### src/tdbl_pkg.sv
// shared types and constants for the tree distance engine
// no dependencies
`default_nettype none
package tdbl_pkg;
	localparam int NODE_W  = 10;
	localparam int LEVELS  = 11;
	localparam int LVL_W   = 4;
	localparam int DEPTH_W = 11;
	localparam int PATH_W  = 11;
	localparam int ANC_AW  = NODE_W + LVL_W;

	localparam logic REQ_LOAD  = 1'b0;
	localparam logic REQ_QUERY = 1'b1;

	typedef struct packed {
		logic              req_type;
		logic [NODE_W-1:0] node_a;
		logic [NODE_W-1:0] node_b;
	} tdbl_req_t;

	typedef enum logic [4:0] {
		ST_IDLE, ST_LD_DEP, ST_LD_ROW0, ST_LD_RD, ST_LD_WR,
		ST_Q_DA, ST_Q_DB, ST_Q_SWAP,
		ST_LF_ANC, ST_LF_DEP, ST_LF_CMP, ST_CHK,
		ST_MT_A, ST_MT_B, ST_MT_CMP,
		ST_FIN_ANC, ST_FIN_LCA, ST_FIN_DEP, ST_FIN_LEN, ST_OUT
	} tdbl_state_t;
endpackage
`default_nettype wire

### src/tdbl_front.sv
// front end: accepts request beats into a two-entry queue
// depends on tdbl_pkg
`default_nettype none
module tdbl_front (
	input  wire                      clk,
	input  wire                      arst_n,
	input  wire                      in_valid,
	output logic                     in_ready,
	input  wire tdbl_pkg::tdbl_req_t in_req,
	output logic                     q_valid,
	input  wire                      q_pop,
	output tdbl_pkg::tdbl_req_t      q_req
);
	import tdbl_pkg::*;

	tdbl_req_t   ent_q [2];
	logic        wr_ptr_q, rd_ptr_q;
	logic [1:0]  count_q;
	logic        push, pop;

	assign in_ready = (count_q != 2'd2);
	assign q_valid  = (count_q != 2'd0);
	assign q_req    = ent_q[rd_ptr_q];
	assign push     = in_valid && in_ready;
	assign pop      = q_pop && q_valid;

	always_ff @(posedge clk) begin
		if (push) begin
			ent_q[wr_ptr_q] <= in_req;
		end
	end

	always_ff @(posedge clk or negedge arst_n) begin
		if (!arst_n) begin
			wr_ptr_q <= 1'b0;
			rd_ptr_q <= 1'b0;
			count_q  <= 2'd0;
		end else begin
			if (push) wr_ptr_q <= ~wr_ptr_q;
			if (pop) rd_ptr_q <= ~rd_ptr_q;
			case ({push, pop})
				2'b10:   count_q <= count_q + 2'd1;
				2'b01:   count_q <= count_q - 2'd1;
				default: count_q <= count_q;
			endcase
		end
	end
endmodule
`default_nettype wire

### config.mk
export PLATFORM = sky130hd
export DESIGN_NAME = tdbl_front
export DESIGN_NICKNAME = d
export VERILOG_FILES = /design/src/tdbl_pkg.sv /design/src/tdbl_front.sv
export SDC_FILE = /design/constraint.sdc
export NUM_CORES = 1
export LEC_CHECK = 0
export BUFFER_PORTS_ARGS = -buffer_cell sky130_fd_sc_hd__buf_2
export CAP_MARGIN = 20
export CORE_MARGIN = 1
export CORE_UTILIZATION = 50
export CTS_BUF_LIST = sky130_fd_sc_hd__clkbuf_4 sky130_fd_sc_hd__clkbuf_8 sky130_fd_sc_hd__clkbuf_16
export DETAILED_ROUTE_END_ITERATION = 8
export PLACE_DENSITY_LB_ADDON = 0.25
export SYNTH_ARGS = -nofsm -noshare
export SYNTH_HDL_FRONTEND = slang
export SYNTH_SLANG_ARGS = --single-unit
### constraint.sdc
create_clock -name clk -period 2.1 [get_ports clk]
set_input_delay 0.21 -clock clk [delete_from_list [all_inputs] [get_ports clk]]
set_output_delay 0.21 -clock clk [all_outputs]
set_load 0.02 [all_outputs]
==> impl_metrics.toml <==
[outcome]
outcome = "complete, no violations"

[routing]
antenna_left = 0
drt-wirelength-per-cell_um = 13.6
routed_wirelength_mm = 2.52
drcViolationCount = 0
vias_per_cell = 4.83
starting_drc_count_in_detailed_routing = 25
first_pass_iters = 4
route.vias.total = 893

[global_route]
grt_first_pass_wirelength_mm = 3.71
overflow = 0
grtUsageTotal_pct = 15.3
grt_antenna_before_repair = 0
first_global_vias = 876
grt_max_degree = 23

[worst_setup_path]
crit-reg2reg-launch = "count_q[0]"
critical_path_class = "reg2out"
start_kind = "flop"
critPathArrivalTime_ns = 1.52
reg2reg_to = "count_q[1]"
timing.critical_path.from = "rd_ptr_q"
end_kind = "output pin"
worstSetupPathDepth = 3
ff2ff_path_depth = 6
crit_path_slowest_cell = "sky130_fd_sc_hd__mux2_2"
critical_path.endpoint = "q_req[14]"
timing.critical_path.max_delay_family = "buffers and inverters"
critical_path.n_buffers_inverters = 2
rrSetupSlack_ns = 0.58
critical_path_required_ns = 1.89
worst_path_largest_cell_delay_ns = 0.39
crit_path_max_fanout = 22
crit_path_cell_trace = "buf_4 -> mux2_2 -> buf_2"

[synthesis]
synth-seq-cells = 46
yosysTopAreaCellShare_pct = 73.8
synthArstFlopShare_pct = 8.70
netlist_area_um2 = 1710
synthesis.instances = 82
synth_area_leaders = "sky130_fd_sc_hd__edfxtp_1 74%, sky130_fd_sc_hd__mux2_2 14%, sky130_fd_sc_hd__dfrtp_1 5.9%"
synth_largest_area_cell = "sky130_fd_sc_hd__edfxtp_1"
synth_warnings = 0
seq_area_frac_synth_pct = 79.7
synth.net_count = 108
synth_top_family_by_area = "multiplexers"
compound_gate_portion_of_the_synthesized_area_pct = 0
post_synth.cell_area_avg_um2 = 20.8
synth.distinct_cells = 13
yosys.cell_count.top_type = "sky130_fd_sc_hd__edfxtp_1"
synth_simple_gate_area_share_pct = 2.27
number_of_enable_flip_flop_cells_after_synthesis = 42
synthFlopType = "sky130_fd_sc_hd__edfxtp_1"
synth-adder-area-share_pct = 0.733
synth_commonest_cells = "42 x sky130_fd_sc_hd__edfxtp_1, 21 x sky130_fd_sc_hd__mux2_2, 4 x sky130_fd_sc_hd__dfrtp_1"
synth.mux.area_fraction_pct = 13.8
yosys.area_share.xor_xnor_pct = 2.56

[clocking]
cts.sinks = 46
htree_levels = 2
worst_setup_hold_path_clk_slew_ns = 0.12
clockRootBuffer = "sky130_fd_sc_hd__clkbuf_4"
post_cts_buffers = 0
cts_tree = "done"
clock_latency_ns = 0.34
clock_path_buffers = 2
cts_made_buffers = 5

[sta]
fin_crit_sh_pct = 82.3
clock_skew_ns = 0.00651
final-hold-violation-count = 0
drv_slew = 0
worstMarginPinSlew_ns = 0.297
rsz0062_at_grt = "false"
fmax_mhz = 578
setup_viol = 0
final.min_clock_period_ns = 1.73
slew_headroom_pct = 80.2
setup-tns-final_ns = 0

[cells_and_area]
final_cell_area_um2 = 2120
finalNetCount = 166
final_layout_size_suffix_gt1_share_pct = 58.9
syn2layout_area_growth_pct = 23.9
n_antenna_cell = 0
layout.cells.non_filler = 185

[place]
dpl.cell_count = 176
port-buffer-count = 47
dp_hpwl_mm = 1.70
dpl-instance-area_um2 = 2020
global_placer_s_final_weighted_congestion = 0.653

[die]
die_y_um = 60.4
floorplan.core_area_um2 = 3150
top_level_ports = 48
floorplan_die_area_um2 = 3650
die_width_um = 60.4
floorplan.initialDensity_pct = 54.2
rows = 20

[pwr]
cellPowerDensity_nw_per_um2 = 1400
vdd_drop_max_v = 0.000940
p_leak_nw = 0.823

[hold_path]
hold_path.class = "in2reg"

[run]
max_cap_violations = 0
-- timing repair --
item,in CTS,in global routing
endpoints found under the hold margin,4,0
gates resized for setup,0,0
hold buffers,1,0
-- through the flow --
| stage | worst slack, ns | util [%] | hold slack (ns) | total power (W) |
|---|---|---|---|---|
| 2_1_floorplan | 0.331 | - | -0.0856 | 0.00212 |
| 3_3_place_gp | 0.662 | 64.2 | 0.0177 | 0.00242 |
| 3_5_place_dp | 0.622 | 64.2 | 0.0231 | 0.00246 |
| 4_1_cts | 0.334 | 67.1 | 0.0284 | 0.00299 |
| 5_1_grt | 0.290 | 67.1 | 0.0143 | 0.00310 |
| 6_report | 0.371 | 67.1 | 0.0448 | 0.00295 |
-- worst min path at each step --
stage	end	startpoint	depth (start not counted)
floorplan	count_q[0]	arst_n	0
global placement	count_q[1]	arst_n	1
detailed placement	rd_ptr_q	arst_n	1
CTS	ent_q[1][18]	in_req[18]	1
global route	ent_q[1][14]	in_req[14]	1
finish	ent_q[0][14]	in_req[14]	1
-- worst register-to-register path: stages (launching register included) --
cell	delay, ns
sky130_fd_sc_hd__dfrtp_1	0.44
sky130_fd_sc_hd__or2_1	0.25
sky130_fd_sc_hd__and2_4	0.17
sky130_fd_sc_hd__ha_1	0.19
sky130_fd_sc_hd__xnor2_1	0.13
sky130_fd_sc_hd__nor2_1	0.11
sky130_fd_sc_hd__xor2_1	0.16
-- per-layer routing --
layer / GRT usage (%) / routed length, µm
met2: 27.2 / 1390
met5: 0 / 0
met3: 5.54 / 140
met4: 13.3 / 78
met1: 13.5 / 914
-- power breakdown --
part	switching [W]	total, W	internal (W)
sequential	0.0000674	0.00133	0.00126
combinational	0.000638	0.00110	0.000463
clock	0.000247	0.000526	0.000279
total	0.000953	0.00295	0.00200
-- logic make-up (layout without fill, tap and decap cells) --
family,Yosys count,after routing
xor gates and xnor gates,5,5
adders and majority gates,1,1
buffers and inverters,2,61
DFF,46,46
muxes,21,21
and+or+nand+nor,7,7
-- placed cells by master (no fill, tap or decap), drive strengths merged --
master       netlist  layout
nor2               2       2
edfxtp            42      42
buf                2      52
and2               1       1
dfrtp              4       4
mux2              21      21
nand2              1       1
xor2               2       2
dlygate4sd3        0       1
ha                 1       1
bufinv             0       1
clkbuf             0       7
or2                1       1
nand2b             1       1
xnor2              3       3
and3               1       1
-- registers in the layout, summed over array words and instances, names as in the netlist --
register and count:
ent_q 42, count_q 2, rd_ptr_q 1, wr_ptr_q 1
-- area by class of cell --
type,count,area [µm²]
multi-input combinational,34,334
tap,44,55.1
timing repair buffer,53,283
clock inverter,1,30.0
fill,238,1040
clock buffer,7,52.6
sequential,46,1360
(Power assumes the default switching activity.)
